<file path="config.mk">
export PLATFORM = sky130hd
export DESIGN_NAME = touch_water_ghost_rejector_top
export DESIGN_NICKNAME = d
export VERILOG_FILES = /design/src/design/tgr_pkg.sv /design/src/design/tgr_div.sv /design/src/design/touch_water_ghost_rejector_top.sv
export SDC_FILE = /design/constraint.sdc
export NUM_CORES = 1
export LEC_CHECK = 0
export ABC_CLOCK_PERIOD_IN_PS = 6800
export BUFFER_PORTS_ARGS = -buffer_cell sky130_fd_sc_hd__clkbuf_2
export CAP_MARGIN = 20
export CELL_PAD_IN_SITES_DETAIL_PLACEMENT = 1
export CELL_PAD_IN_SITES_GLOBAL_PLACEMENT = 2
export CORE_ASPECT_RATIO = 1.4
export CORE_MARGIN = 1
export CORE_UTILIZATION = 35
export DETAILED_ROUTE_END_ITERATION = 10
export PLACE_DENSITY = 0.68
export SKIP_LAST_GASP = 1
export SLEW_MARGIN = 10
export SYNTH_ARGS = -nofsm -noshare
export SYNTH_HDL_FRONTEND = slang
export SYNTH_SLANG_ARGS = --single-unit
</file>
<file path="constraint.sdc">
create_clock -name clk_i -period 6.8 [get_ports clk_i]
set_clock_uncertainty 0.05 [all_clocks]
set_input_delay 1.02 -clock clk_i [delete_from_list [all_inputs] [get_ports clk_i]]
set_output_delay 1.02 -clock clk_i [all_outputs]
set_load 0.005 [all_outputs]
</file>
<file path="src/design/tgr_pkg.sv">
package tgr_pkg;

  localparam logic [1:0] OP_FRAME   = 2'd0;
  localparam logic [1:0] OP_TICK    = 2'd1;
  localparam logic [1:0] OP_TOUCHUP = 2'd2;

  localparam logic [2:0] REG_ENABLE     = 3'd0;
  localparam logic [2:0] REG_THRESH     = 3'd1;
  localparam logic [2:0] REG_THRESH_ALT = 3'd2;
  localparam logic [2:0] REG_SWITCH     = 3'd3;
  localparam logic [2:0] REG_RETURN     = 3'd4;
  localparam logic [2:0] REG_LIMIT      = 3'd5;
  localparam logic [2:0] REG_MOVE       = 3'd6;
  localparam logic [2:0] REG_LIFT       = 3'd7;

  localparam logic [1:0] MODE_NORMAL   = 2'd0;
  localparam logic [1:0] MODE_GHOST    = 2'd1;
  localparam logic [1:0] MODE_RELEASED = 2'd2;

  localparam int RatioScale = 100;
  localparam int RatioW     = 15;

  typedef struct packed {
    logic [1:0]  op;
    logic [3:0]  finger;
    logic        touched;
    logic        reported;
    logic [11:0] pos_x;
    logic [11:0] pos_y;
    logic [7:0]  width_x;
    logic [7:0]  width_y;
    logic [7:0]  pressure;
  } cmd_t;

  typedef struct packed {
    logic [3:0] out_finger;
    logic       suppress;
    logic       send_cancel;
    logic [1:0] ghost_mode;
    logic [7:0] ghost_count;
    logic       last;
  } res_t;

  typedef struct packed {
    logic [1:0]        mode;
    logic [7:0]        count;
    logic [RatioW-1:0] thresh;
    logic [15:0]       lift_time;
    logic [11:0]       down_x;
    logic [11:0]       down_y;
    logic              prev_touch;
    logic              reported;
  } entry_t;

endpackage

</file>
<file path="src/design/tgr_div.sv">
module tgr_div (
  input  logic                      clk_i,
  input  logic                      rst_ni,
  input  logic                      start_i,
  input  logic [tgr_pkg::RatioW-1:0] dividend_i,
  input  logic [7:0]                divisor_i,
  output logic                      done_o,
  output logic [tgr_pkg::RatioW-1:0] quot_o
);
  import tgr_pkg::*;

  logic              busy_q;
  logic              done_q;
  logic [3:0]        cnt_q;
  logic [RatioW-1:0] quot_q;
  logic [7:0]        rem_q;
  logic [7:0]        div_q;
  logic [8:0]        trial;
  logic              fits;

  assign trial = {rem_q, quot_q[RatioW-1]};
  assign fits  = trial >= {1'b0, div_q};

  always_ff @(posedge clk_i or negedge rst_ni) begin
    if (!rst_ni) begin
      busy_q <= 1'b0;
      done_q <= 1'b0;
      cnt_q  <= '0;
    end else begin
      done_q <= 1'b0;
      if (start_i) begin
        busy_q <= 1'b1;
        cnt_q  <= 4'(RatioW - 1);
      end else if (busy_q) begin
        cnt_q <= cnt_q - 4'd1;
        if (cnt_q == '0) begin
          busy_q <= 1'b0;
          done_q <= 1'b1;
        end
      end
    end
  end

  always_ff @(posedge clk_i) begin
    if (start_i) begin
      quot_q <= dividend_i;
      rem_q  <= '0;
      div_q  <= divisor_i;
    end else if (busy_q) begin
      quot_q <= {quot_q[RatioW-2:0], fits};
      rem_q  <= fits ? 8'(trial - {1'b0, div_q}) : trial[7:0];
    end
  end

  assign done_o = done_q;
  assign quot_o = quot_q;

endmodule

</file>
<file path="src/design/touch_water_ghost_rejector_top.sv">
// frame word: one result per word once the 15-step serial ratio divider finishes
// tick word: walks every finger's slot through the read and evaluate states, results streamed
// force touch-up, disabled ticks and ignored words are taken without leaving idle
// results are strobed for one cycle each; the receiver cannot stall
// async active-low reset restores register defaults and marks all slots as zero
module touch_water_ghost_rejector_top #(
  parameter int FINGERS = 10
) (
  input  logic          clk_i,
  input  logic          rst_ni,
  input  logic          start,
  output logic          busy,
  input  tgr_pkg::cmd_t cmd_i,
  output logic          res_valid_o,
  output tgr_pkg::res_t res_o,
  input  logic          cfg_valid_i,
  output logic          cfg_ready_o,
  input  logic [2:0]    cfg_index_i,
  input  logic [15:0]   cfg_data_i
);
  import tgr_pkg::*;

  localparam int IdxW = (FINGERS > 1) ? $clog2(FINGERS) : 1;

  localparam logic [2:0] S_IDLE  = 3'd0;
  localparam logic [2:0] S_FRAME = 3'd1;
  localparam logic [2:0] S_TRD   = 3'd2;
  localparam logic [2:0] S_TEV   = 3'd3;
  localparam logic [2:0] S_FLUSH = 3'd4;

  logic              en_q;
  logic [RatioW-1:0] thr_q, alt_q, sw_q, ret_q;
  logic [7:0]        lim_q;
  logic [11:0]       mcd_q;
  logic [15:0]       lct_q;
  logic [15:0]       tick_q;

  logic [2:0]      state_q, state_d;
  cmd_t            cmd_q;
  logic [IdxW-1:0] idx_q, idx_d;
  logic            pend_v_q, pend_v_d;
  res_t            pend_q, pend_d;
  logic            res_valid_d;
  res_t            res_q, res_d;

  entry_t          mem [FINGERS];
  entry_t          rd_raw_q;
  logic [FINGERS-1:0] vld_q, mcv_q;
  logic            rd_v_q, rd_mc_q;
  logic [IdxW-1:0] ra;
  logic            re;
  logic            we;
  logic [IdxW-1:0] wa;
  entry_t          wd;
  entry_t          e;

  logic              accept;
  logic              frame_ok;
  logic              div_start, div_done;
  logic [RatioW-1:0] ratio;
  logic [RatioW-1:0] dividend;
  logic [7:0]        divisor;

  assign accept      = start && !busy;
  assign busy        = state_q != S_IDLE;
  assign cfg_ready_o = 1'b1;
  assign frame_ok    = {1'b0, cmd_i.finger} < 5'(FINGERS);

  assign dividend  = RatioW'(cmd_i.pressure) * RatioW'(RatioScale);
  assign divisor   = (cmd_i.width_x >= cmd_i.width_y) ?
                     ((cmd_i.width_x == 8'd0) ? 8'd1 : cmd_i.width_x) :
                     cmd_i.width_y;
  assign div_start = accept && cmd_i.op == OP_FRAME && frame_ok;

  tgr_div u_div (
    .clk_i      (clk_i),
    .rst_ni     (rst_ni),
    .start_i    (div_start),
    .dividend_i (dividend),
    .divisor_i  (divisor),
    .done_o     (div_done),
    .quot_o     (ratio)
  );

  // config registers
  always_ff @(posedge clk_i or negedge rst_ni) begin
    if (!rst_ni) begin
      en_q  <= 1'b1;
      thr_q <= RatioW'(100);
      alt_q <= RatioW'(150);
      sw_q  <= RatioW'(50);
      ret_q <= RatioW'(200);
      lim_q <= 8'd30;
      mcd_q <= 12'd100;
      lct_q <= 16'd30;
    end else if (cfg_valid_i) begin
      unique case (cfg_index_i)
        REG_ENABLE:     en_q  <= cfg_data_i[0];
        REG_THRESH:     thr_q <= cfg_data_i[RatioW-1:0];
        REG_THRESH_ALT: alt_q <= cfg_data_i[RatioW-1:0];
        REG_SWITCH:     sw_q  <= cfg_data_i[RatioW-1:0];
        REG_RETURN:     ret_q <= cfg_data_i[RatioW-1:0];
        REG_LIMIT:      lim_q <= cfg_data_i[7:0];
        REG_MOVE:       mcd_q <= cfg_data_i[11:0];
        REG_LIFT:       lct_q <= cfg_data_i;
        default: ;
      endcase
    end
  end

  // slot memory
  always_ff @(posedge clk_i) begin
    if (we) begin
      mem[wa] <= wd;
    end
    if (re) begin
      rd_raw_q <= mem[ra];
    end
  end

  always_ff @(posedge clk_i or negedge rst_ni) begin
    if (!rst_ni) begin
      vld_q   <= '0;
      mcv_q   <= '0;
      rd_v_q  <= 1'b0;
      rd_mc_q <= 1'b0;
    end else begin
      if (re) begin
        rd_v_q  <= vld_q[ra];
        rd_mc_q <= mcv_q[ra];
      end
      if (accept && cmd_i.op == OP_TOUCHUP) begin
        mcv_q <= '0;
      end else if (we) begin
        vld_q[wa] <= 1'b1;
        mcv_q[wa] <= 1'b1;
      end
    end
  end

  always_comb begin
    e = rd_v_q ? rd_raw_q : '0;
    if (!rd_mc_q) begin
      e.mode  = MODE_NORMAL;
      e.count = '0;
    end
  end

  assign re = (state_q == S_IDLE) ? div_start : (state_q == S_TRD);
  assign ra = (state_q == S_IDLE) ? cmd_i.finger[IdxW-1:0] : idx_q;

  // frame update
  logic [11:0] dxa, dya;
  logic        moved;
  logic [15:0] gap;
  entry_t      fe;
  logic        f_sup, f_can;

  assign dxa   = (e.down_x >= cmd_q.pos_x) ? e.down_x - cmd_q.pos_x : cmd_q.pos_x - e.down_x;
  assign dya   = (e.down_y >= cmd_q.pos_y) ? e.down_y - cmd_q.pos_y : cmd_q.pos_y - e.down_y;
  assign moved = (dxa >= mcd_q) || (dya >= mcd_q);
  assign gap   = tick_q - e.lift_time;

  always_comb begin
    fe    = e;
    f_sup = 1'b0;
    f_can = 1'b0;
    if (en_q) begin
      if (e.mode == MODE_NORMAL) begin
        if (cmd_q.touched) begin
          if ((!e.prev_touch && (e.count == '0 || gap > lct_q)) ||
              (e.prev_touch && moved)) begin
            fe.count  = '0;
            fe.down_x = cmd_q.pos_x;
            fe.down_y = cmd_q.pos_y;
            fe.thresh = thr_q;
          end
          if (ratio <= sw_q) begin
            fe.thresh = alt_q;
          end
          if (ratio <= fe.thresh) begin
            if (fe.count != 8'hFF) begin
              fe.count = fe.count + 8'd1;
            end
            if (fe.count >= lim_q) begin
              fe.mode = MODE_GHOST;
              f_sup   = 1'b1;
              f_can   = cmd_q.reported;
            end
          end
        end else begin
          fe.lift_time = tick_q;
        end
      end else if (!cmd_q.touched) begin
        fe.mode  = MODE_NORMAL;
        fe.count = '0;
      end else if (e.mode == MODE_GHOST) begin
        if (ratio < ret_q && !moved) begin
          f_sup = 1'b1;
        end else begin
          fe.mode  = MODE_RELEASED;
          fe.count = '0;
        end
      end
    end
    fe.prev_touch = cmd_q.touched;
    fe.reported   = cmd_q.reported;
  end

  // tick update
  entry_t te;
  logic   t_hit, t_ghost;

  always_comb begin
    te      = e;
    t_hit   = e.prev_touch && e.mode == MODE_NORMAL && e.count != '0 && e.count < lim_q;
    t_ghost = t_hit && ({1'b0, e.count} + 9'd1 >= {1'b0, lim_q});
    if (t_ghost) begin
      te.count = lim_q;
      te.mode  = MODE_GHOST;
    end else if (t_hit) begin
      te.count = e.count + 8'd1;
    end
  end

  // sequencer
  always_comb begin
    state_d     = state_q;
    idx_d       = idx_q;
    pend_v_d    = pend_v_q;
    pend_d      = pend_q;
    res_valid_d = 1'b0;
    res_d       = res_q;
    we          = 1'b0;
    wa          = idx_q;
    wd          = te;
    unique case (state_q)
      S_IDLE: begin
        if (accept) begin
          if (cmd_i.op == OP_FRAME && frame_ok) begin
            state_d = S_FRAME;
          end else if (cmd_i.op == OP_TICK && en_q) begin
            state_d  = S_TRD;
            idx_d    = '0;
            pend_v_d = 1'b0;
          end
        end
      end
      S_FRAME: begin
        if (div_done) begin
          we          = 1'b1;
          wa          = cmd_q.finger[IdxW-1:0];
          wd          = fe;
          res_valid_d = 1'b1;
          res_d       = '{out_finger: cmd_q.finger, suppress: f_sup, send_cancel: f_can,
                          ghost_mode: fe.mode, ghost_count: fe.count, last: 1'b1};
          state_d     = S_IDLE;
        end
      end
      S_TRD: begin
        state_d = S_TEV;
      end
      S_TEV: begin
        we = t_hit;
        if (t_ghost) begin
          res_valid_d = pend_v_q;
          res_d       = pend_q;
          pend_v_d    = 1'b1;
          pend_d      = '{out_finger: 4'(idx_q), suppress: 1'b0, send_cancel: e.reported,
                          ghost_mode: te.mode, ghost_count: te.count, last: 1'b0};
        end
        if (idx_q == IdxW'(FINGERS - 1)) begin
          state_d = S_FLUSH;
        end else begin
          idx_d   = idx_q + IdxW'(1);
          state_d = S_TRD;
        end
      end
      S_FLUSH: begin
        res_valid_d = pend_v_q;
        res_d       = pend_q;
        res_d.last  = 1'b1;
        state_d     = S_IDLE;
      end
      default: state_d = S_IDLE;
    endcase
  end

  always_ff @(posedge clk_i or negedge rst_ni) begin
    if (!rst_ni) begin
      state_q     <= S_IDLE;
      idx_q       <= '0;
      pend_v_q    <= 1'b0;
      res_valid_o <= 1'b0;
      tick_q      <= '0;
    end else begin
      state_q     <= state_d;
      idx_q       <= idx_d;
      pend_v_q    <= pend_v_d;
      res_valid_o <= res_valid_d;
      if (accept && cmd_i.op == OP_TICK) begin
        tick_q <= tick_q + 16'd1;
      end
    end
  end

  always_ff @(posedge clk_i) begin
    if (accept) begin
      cmd_q <= cmd_i;
    end
    pend_q <= pend_d;
    res_q  <= res_d;
  end

  assign res_o = res_q;

  a_finger_range: assert property (@(posedge clk_i) disable iff (!rst_ni)
    res_valid_o |-> ({1'b0, res_o.out_finger} < 5'(FINGERS)))
    else $error("result finger out of range");

  a_div_in_frame: assert property (@(posedge clk_i) disable iff (!rst_ni)
    div_done |-> state_q == S_FRAME)
    else $error("divider finished outside a frame");

  a_tick_count: assert property (@(posedge clk_i) disable iff (!rst_ni)
    (accept && cmd_i.op == OP_TICK) |=> tick_q == $past(tick_q) + 16'd1)
    else $error("tick counter did not advance");

  a_flush_last: assert property (@(posedge clk_i) disable iff (!rst_ni)
    (state_q == S_FLUSH && pend_v_q) |=> (res_valid_o && res_o.last))
    else $error("tick walk ended without a last result");

endmodule

</file>
=== Yosys cells after proc, flatten, opt, wreduce, memory -nomap -nowiden ===
Memories as Yosys holds them, arrays and structs flattened. A register that Yosys moved wholly into a read port is not among the register bits.
Index checks and enable logic that the tools add are counted.

* Bits in registers: 243
* Latch bits: 0
* Memory bits (writable): 670
* Bits in read-only memories: 0
* Bits of input ports: 79
* Output and inout bits: 20
* Logic and storage cells: 241
* Memories kept: 1

* Add/subtract/negate cells: 12
* Multipliers: 1
* Div/mod/pow operators: 0
* Magnitude comparators: 17
* Equality and inequality tests: 23
* Shifts and indexed selects: 0
* Muxes and demuxes: 97
* Bitwise logic cells: 3
* Reductions and logical operators: 48

{| class="wikitable"
|+ Memories
! memory !! words !! bits a word !! read ports !! clocked after memory_dff !! wr ports !! RTL line !! source
|-
| mem || 10 || 67 || 1 || 1 || 1 || touch_water_ghost_rejector_top.sv:46 || <nowiki>entry_t mem [FINGERS];</nowiki>
|}

{| class="wikitable"
|+ Operator list
! operator !! number
|-
| $mux 67 || 3
|-
| $mux 23 || 4
|-
| $mux 15 || 6
|-
| $mux 10 || 8
|-
| $mux 8 || 10
|-
| $mux 65 || 1
|-
| $mux 55 || 1
|-
| $pmux 17 s3 || 1
|-
| $ge 12x12->1 || 4
|-
| $mux 24 || 2
|-
| $sub 12x12->12 || 4
|-
| $mux 4 || 9
|-
| $mux 17 || 2
|-
| $mux 1 || 31
|-
| $le 15x15->1 || 2
|-
| $mux 25 || 1
|-
| $mux 12 || 2
|-
| $or 10x10->10 || 2
|-
| $reduce_and 2->1 || 10
|-
| $ge 9x8->1 || 2
|-
| $add 16x1->16 const B || 1
|-
| $add 8x1->8 const B || 2
|-
| $ge 8x8->1 || 2
|-
| $gt 16x16->1 || 1
|-
| 43 further kinds || 90
|}

=== Longest topological paths before layout ===
Gate-level depths: netlist of run 1.

* Depth after elaboration: 28
* Depth in mapped cells: 40
* Gate-level depth less buffers: 37

=== By module ===
From an unflattened synthesis of run 1, not the netlist that was laid out.

* Cell total of the unflattened synthesis: 3181
* Area, all modules: 45845.2 um2

{| class="wikitable"
|+ Modules (own cells, without submodules)
! module !! instances !! cells an instance !! area an instance (um2) !! seq. area each (um2)
|-
| touch_water_ghost_rejector_top || 1 || 3013 || 43863.3 || 27627.7
|-
| tgr_div || 1 || 168 || 1981.9 || 1001.0
|}

=== Worst setup path after synthesis of run 1 ===
No wires, ideal clock.

* Path kind: reg2reg
* Start point: reg rd_v_q
* End point: mem mem[0][65] in the netlist's numbering (data pin)
* Library setup time: 0.319 ns
* Arrival time: 7.185 ns
* Data required time: 6.431 ns
* Setup slack: -0.754 ns
* Stages on the path, launching flop included: 36
* Buffers on the path: 5
* Period minus slack after synthesis: 7.554 ns
* Path through: dfrtp_1 > buf_1 > buf_1 > nand2_1 > inv_1 > ha_1 > clkbuf_1 > a21oi_1 > o211ai_1 > a31o_2 > a31oi_4 > clkbuf_1 > mux2_2 > ha_1 > a21o_1 > a211oi_1 > o41ai_1 > o311ai_4 > nand2_1 > buf_2 > nor2_1 > ha_1 > nand3_1 > nor4_4 > nand2_1 > a21oi_1 > ha_1 > nand2b_1 > a21o_1 > a21o_1 > a211oi_1 > o21ai_0 > a21oi_1 > nor2_1 > nand2_1 > a31oi_1

{| class="wikitable"
|+ RTL lines
! element !! RTL line !! source
|-
| start, declared || touch_water_ghost_rejector_top.sv:49 || <nowiki>logic rd_v_q, rd_mc_q;</nowiki>
|-
| start signal, assigned || touch_water_ghost_rejector_top.sv:129 || <nowiki>rd_v_q <= vld_q[ra];</nowiki>
|-
| end, declared || touch_water_ghost_rejector_top.sv:46 ||
|}

==> flow_summary.ini, run 1 <==
[status]
status = finished, violations left
violations = setup timing

[synthesis]
synth-async-reset-ratio_pct = 15.3
synth_top_cell_by_area = edfxtp_1
yosysUniqueCellTypes = 87
synth_edf_count = 820
avgSynthCellArea_um2 = 11.7
syn_nets = 4264
ys_seq_area_share_pct = 61.6
synthTopCellsByArea = edfxtp_1, dfrtp_1, nand2_1
synth_area_mm2 = 0.0465
dominantRegCellSynth = edfxtp_1
syn_inst = 3956
synth-seq-cells = 980
yosys_warnings = 0
synth_top_area_share_pct = 53.0

[cells_and_area]
n_fill_cell = 14100
syn_to_final_growth_pct = 19.0
post-route-util_pct = 42.1
final_cells = 6143
seqCellArea_mm2 = 0.0286
drive_gt1_share_pct = 19.5
multi_input_comb_area_mm2 = 0.0170
fin_nets = 4611

[routing]
viasPerCell = 5.27
dr.pass1.iters = 5
routed_wl_um = 139000
drt_iter0_markers = 1645
drc_errors = 0
wl_per_cell_um = 22.7
ant_nets = 0
dr_total_vias = 32400

[worst_setup_path]
path_class = reg -> reg
r2r_slack_ns = -0.60
worstReg2RegStart = rd_v_q$_DFFE_PN0P_
start_kind = flop
path_max_fanout = 7
timing.rr.end = mem[8][60]$_DFFE_PP_
cp.depth = 39
cp-endpoint = mem[8][60]$_DFFE_PP_
worstSetupStartpoint = rd_v_q$_DFFE_PN0P_
crit_buf_inv = 9
cp_top_family = compound AO/OA/AOI/OAI gates
r2r_cells = 39
arrival_ns = 7.91
crit_required_ns = 7.32
cp_slowest_cell = dfrtp_4
cpPeakStageDelay_ns = 0.52
endpoint_kind = flop

[die]
die_width_um = 310
rows = 157
die_area_mm2 = 0.134
start_util_pct = 35.4
core_area_mm2 = 0.131
boundaryPins = 99
dieHeight_um = 433

[power_and_ir_drop]
switching_share_pct = 39.1
p_switching_mw = 10.1
p_seq_share_pct = 32.8
powerDensity_mw_per_mm2 = 469
p_leak_nw = 21.6
vdd_drop_max_mv = 0.448
combPwrFrac_pct = 46.3
internal_power_mw = 15.8
power.share.clock_pct = 20.9

[placement]
dp_cells = 5902
gp_congestion = 0.857
port_buffers = 97
dp_slack_ns = -0.704
dp_hpwl_um = 91200

[grt]
grt_antenna_before_repair = 11
grt_pass1_wl_um = 212000
grt_pass1_vias = 34400
grtUsageTotal_pct = 20.9
grt-ovfl-total = 0
grt_start_max_net_pins = 125

[clocking]
cts.reportedPaths.clkPinSlew_ns = 0.06
cts_buffer_depth = 3
cts_tree = yes
cts-root-buf = clkbuf_16
htree_levels = 3
cts_made_buffers = 98
hold_buffers = 0
worstSkewPairLatency_ns = 0.72
clock_sinks = 980

[timing]
maxSlewViolCount = 0
rsz0062_at_grt = true
layout_min_cycle_time_ns = 7.40
finalCritPeriodShare_pct = 109
setup_violations = 101
max_freq_mhz = 135
slew_headroom_pct = 12.6
report.final.hold_viol_count = 0
worst_slew_pin_slew_ns = 1.30
tns_ns = -49.06
setup_slack_ns = -0.596

[worst_hold_path]
hold_path_class = in -> async

[job]
maxCapViolCount = 0
==> routing by layer <==
| metal | track usage (%) | vias to the layer above | wire length, um |
|---|---|---|---|
| li1 | - | 15100 | - |
| met1 | 25.5 | 16700 | 58400 |
| met2 | 38.1 | 444 | 72800 |
| met3 | 2.40 | 169 | 4420 |
| met4 | 6.47 | 0 | 3710 |
| met5 | 0 | - | 0 |
==> worst min path at each step <==
stage / startpoint / to / slack (ns) / cells past startpoint
2_1_floorplan: vld_q[5]$_DFFE_PN0P_ / vld_q[5]$_DFFE_PN0P_ / 0.38 / 1
3_3_place_gp: vld_q[4]$_DFFE_PN0P_ / vld_q[4]$_DFFE_PN0P_ / 0.40 / 1
3_5_place_dp: vld_q[8]$_DFFE_PN0P_ / vld_q[8]$_DFFE_PN0P_ / 0.41 / 1
4_1_cts: rst_ni / lim_q[6]$_DFFE_PN0P_ / 0.18 / 1
5_1_grt: rst_ni / lim_q[6]$_DFFE_PN0P_ / 0.22 / 1
6_report: rst_ni / pend_v_q$_DFFE_PN0P_ / 0.22 / 1
==> synthesized netlist by cell type (8+ instances only) <==
library cell / number
nand3_1: 195
ha_1: 220
or2_2: 17
a211o_1: 19
nor3_1: 31
nor2b_1: 19
o21a_1: 22
mux2_2: 108
a21oi_1: 192
a21boi_0: 8
xnor2_1: 45
fa_1: 9
o31ai_1: 9
a21o_1: 47
a311oi_1: 67
a211oi_1: 87
buf_1: 29
nand2_1: 780
and2_1: 77
o211ai_1: 10
a31oi_1: 85
inv_1: 186
clkbuf_1: 142
nand2b_1: 14
nor2_1: 98
dfstp_2: 25
dfxtp_1: 10
buf_2: 32
xor2_1: 23
o21ai_1: 10
o21ai_0: 135
and3_1: 98
nand4_1: 22
mux2i_1: 27
edfxtp_1: 820
o21bai_1: 12
dfrtp_1: 125
==> repair_timing <==
item,4_1_cts,5_1_grt
gates resized for setup,51,19
cloned,4,0
pin swaps,42,26
endpoints found under the setup margin,101,101
buffers inserted,18,7
==> placed cells by master, fill, tap and decap left out, types with 22 or more instances in the layout <==
cell type,instances
a31oi_1,82
nand3_1,190
a311oi_1,67
a21o_1,47
nand2_1,773
nand4_1,22
and3_1,97
o21a_1,22
ha_1,212
xor2_1,23
dfrtp_1,124
buf_4,284
edfxtp_1,820
and2_1,76
mux2i_1,22
o21ai_0,121
xnor2_1,45
mux2_2,106
a21oi_1,181
a211oi_1,81
nor3_1,28
clkbuf_1,31
clkbuf_2,98
inv_1,182
nor2_1,82
clkbuf_16,99
buf_12,34
dfstp_2,25
==> stage by stage <==
stage	area [um2]	hold WS [ns]	total power, mW
finish	55300	0.225	25.9
global route	55300	0.221	27.7
CTS	55000	0.179	26.1
detailed placement	51400	0.405	20.2
global placement	51400	0.399	20.0
floorplan	46700	0.384	15.7
==> power groups by stage <==
| stage | registers (mW) | logic (mW) | clock network [mW] |
|---|---|---|---|
| 2_1_floorplan | 8.41 | 7.28 | 0 |
| 3_3_place_gp | 8.65 | 11.3 | 0 |
| 3_5_place_dp | 8.65 | 11.5 | 0 |
| 4_1_cts | 8.54 | 12.0 | 5.56 |
| 5_1_grt | 8.57 | 13.4 | 5.75 |
| 6_report | 8.51 | 12.0 | 5.41 |
==> cells by family (layout without fill, tap and decap cells) <==
kind of cell,count (synthesis),count (layout),share of synthesized area (%)
other cells,1,6,0.00807
flops,980,980,61.6
buf+inv,395,826,3.30
mux,137,137,3.30
fa+ha+maj,229,229,6.31
xor+xnor,68,68,1.28
compound gates,755,757,10.6
simple gates,1391,1391,13.6
==> layout make-up <==
| class | instances | share of cell area (%) |
|---|---|---|
| timing repair buffer | 451 | 6.50 |
| inverter | 189 | 1.28 |
| sequential | 980 | 51.8 |
| clock buffer | 137 | 4.87 |
| antenna | 5 | 0.0226 |
| clock inverter | 49 | 0.880 |
| tap | 1749 | 3.96 |
| multi-input combinational | 2583 | 30.7 |
==> sequential cells by signal (all words and copies together) (netlist names), 12 cells and up <==
name,count
thr_q,15
sw_q,15
lct_q,16
alt_q,15
u_div.quot_o,15
pend_q,15
cmd_q,30
res_o,17
ret_q,15
tick_q,16
mem,670
mcd_q,12
rd_raw_q,67
Note: power is estimated with default switching activity, not from simulation.
==> inputs of run 2 (changes only) <==
Settings changed: CELL_PAD_IN_SITES_DETAIL_PLACEMENT 1 to unset, CELL_PAD_IN_SITES_GLOBAL_PLACEMENT 2 to unset, PLACE_DENSITY 0.68 to 0.5.
==> flow_summary.ini, run 2 (synthesis results as in run 1) <==
[power_and_ir_drop]
vdd_drop_max_mv = 0.326
p_total_mw = 25.5
p_leak_nw = 21.4
powerDensity_mw_per_mm2 = 464

[placement]
port_buffers = 97
dp_hpwl_um = 81400
gp_congestion = 0.881
dp_cells = 5889

[die]
dieHeight_um = 433
boundaryPins = 99
core_area_mm2 = 0.131
start_util_pct = 35.4
rows = 157
die_width_um = 310
die_area_mm2 = 0.134

[timing]
setup_slack_ns = -0.652
tns_ns = -44.30
finalCritPeriodShare_pct = 110
maxSlewViolCount = 0
rsz0062_at_grt = true
slew_headroom_pct = 23.8
report.final.hold_viol_count = 0
setup_violations = 101
holdWs_ns = 0.230
layout_min_cycle_time_ns = 7.45
max_freq_mhz = 134
worst_slew_pin_slew_ns = 1.13

[cells_and_area]
layout_common_cells = edfxtp_1, nand2_1, buf_4
largest-register = mem
top_regs = mem x670, rd_raw_q x67, cmd_q x30
post-route-util_pct = 41.9
layout_commonest_cell = edfxtp_1
syn_to_final_growth_pct = 18.4
final_cells = 6100
fin_nets = 4573
largest_register_ffs = 670
drive_gt1_share_pct = 18.7

[worst_setup_path]
r2r_cells = 38
crit_required_ns = 7.33
worstSetupStartpoint = rd_v_q$_DFFE_PN0P_
cp-endpoint = mem[4][60]$_DFFE_PP_
start_kind = flop
path_max_fanout = 15
r2r_slack_ns = -0.65
worstReg2RegStart = rd_v_q$_DFFE_PN0P_
cpPeakStageDelay_ns = 0.51
path_class = reg -> reg
arrival_ns = 7.98
cp_slowest_cell = dfrtp_4
timing.rr.end = mem[4][60]$_DFFE_PP_
endpoint_kind = flop

[grt]
grt_pass1_vias = 31800
grt_antenna_before_repair = 5
grtUsageTotal_pct = 19.0
grt_start_max_net_pins = 143
grt-ovfl-total = 0
grt_pass1_wl_um = 194000

[routing]
wl_per_cell_um = 21.0
routed_wl_um = 128000
drc_errors = 0
dr_total_vias = 31500
dr.pass1.iters = 5
ant_nets = 0
drt_iter0_markers = 1870
viasPerCell = 5.17

[clocking]
cts.reportedPaths.clkPinSlew_ns = 0.07
cts-root-buf = clkbuf_16
worstSkewPairLatency_ns = 0.72
cts_tree = yes
hold_buffers = 0
htree_levels = 3
cts_made_buffers = 98
clock_sinks = 980
cts_buffer_depth = 3

[worst_hold_path]
hold_path_class = in -> async

[status]
violations = setup timing
status = finished, violations left

[job]
maxCapViolCount = 0
-- run 2: critical path, delay by kind of cell, from the launching register on --
family,cells,cell delay [ns]
xor+xnor,1,0.14
flops,1,0.51
compound gates,19,3.24
fa+ha+maj,4,1.12
simple gates,5,0.86
buf+inv,8,1.17
mux,1,0.23
-- run 2: where the power goes --
group          internal [mW]  switching [mW]  leakage (nW)
Sequential              8.02           0.470          9.45
Clock                   3.14            2.37          1.55
Combinational           4.54            6.97          10.4
-- run 2: area by class of cell --
cell class / count / area (um2)
well taps: 1749 / 2190
multi-input cells: 2585 / 17000
diodes: 2 / 5.00
clock buffers: 124 / 2600
clock inverters: 60 / 632
inverters: 189 / 709
flip-flops and latches: 980 / 28600
repair buffers: 411 / 3260
fillers: 12500 / 76200
-- run 2: stage by stage --
stage               setup slack [ns]  cell area [um2]
floorplan                    -0.0524            46700
global placement              -0.539            51300
detailed placement            -0.616            51300
CTS                           -0.573            54600
global route                  -0.952            55000
finish                        -0.652            55000
-- run 2: what timing repair did --
action                                  in CTS  in global routing
pin swaps                                    3                 21
hold endpoints to repair                     0                  0
setup buffers                                1                  9
gates resized for setup                     10                 49
gates cloned                                 1                  6
endpoints found under the setup margin     101                101
-- run 2: worst min-delay path by stage --
stage	from	end	slack, ns
after global placement	vld_q[4]$_DFFE_PN0P_	vld_q[4]$_DFFE_PN0P_	0.40
final	rst_ni	sw_q[14]$_DFFE_PN0P_	0.23
after global routing	rst_ni	sw_q[14]$_DFFE_PN0P_	0.24
after detailed placement	vld_q[5]$_DFFE_PN0P_	vld_q[5]$_DFFE_PN0P_	0.40
after CTS	rst_ni	sw_q[14]$_DFFE_PN0P_	0.21
after floorplan	vld_q[5]$_DFFE_PN0P_	vld_q[5]$_DFFE_PN0P_	0.38
-- run 2: metal layers --
metal  global-route usage [%]  vias up  part of all wire [%]
met2                     35.0      542                    52
met1                     23.2    15800                    42
met3                     2.40      160                   3.7
met4                     4.87        2                   2.1
li1                         -    15000                     -
met5                        0        -                0.0070
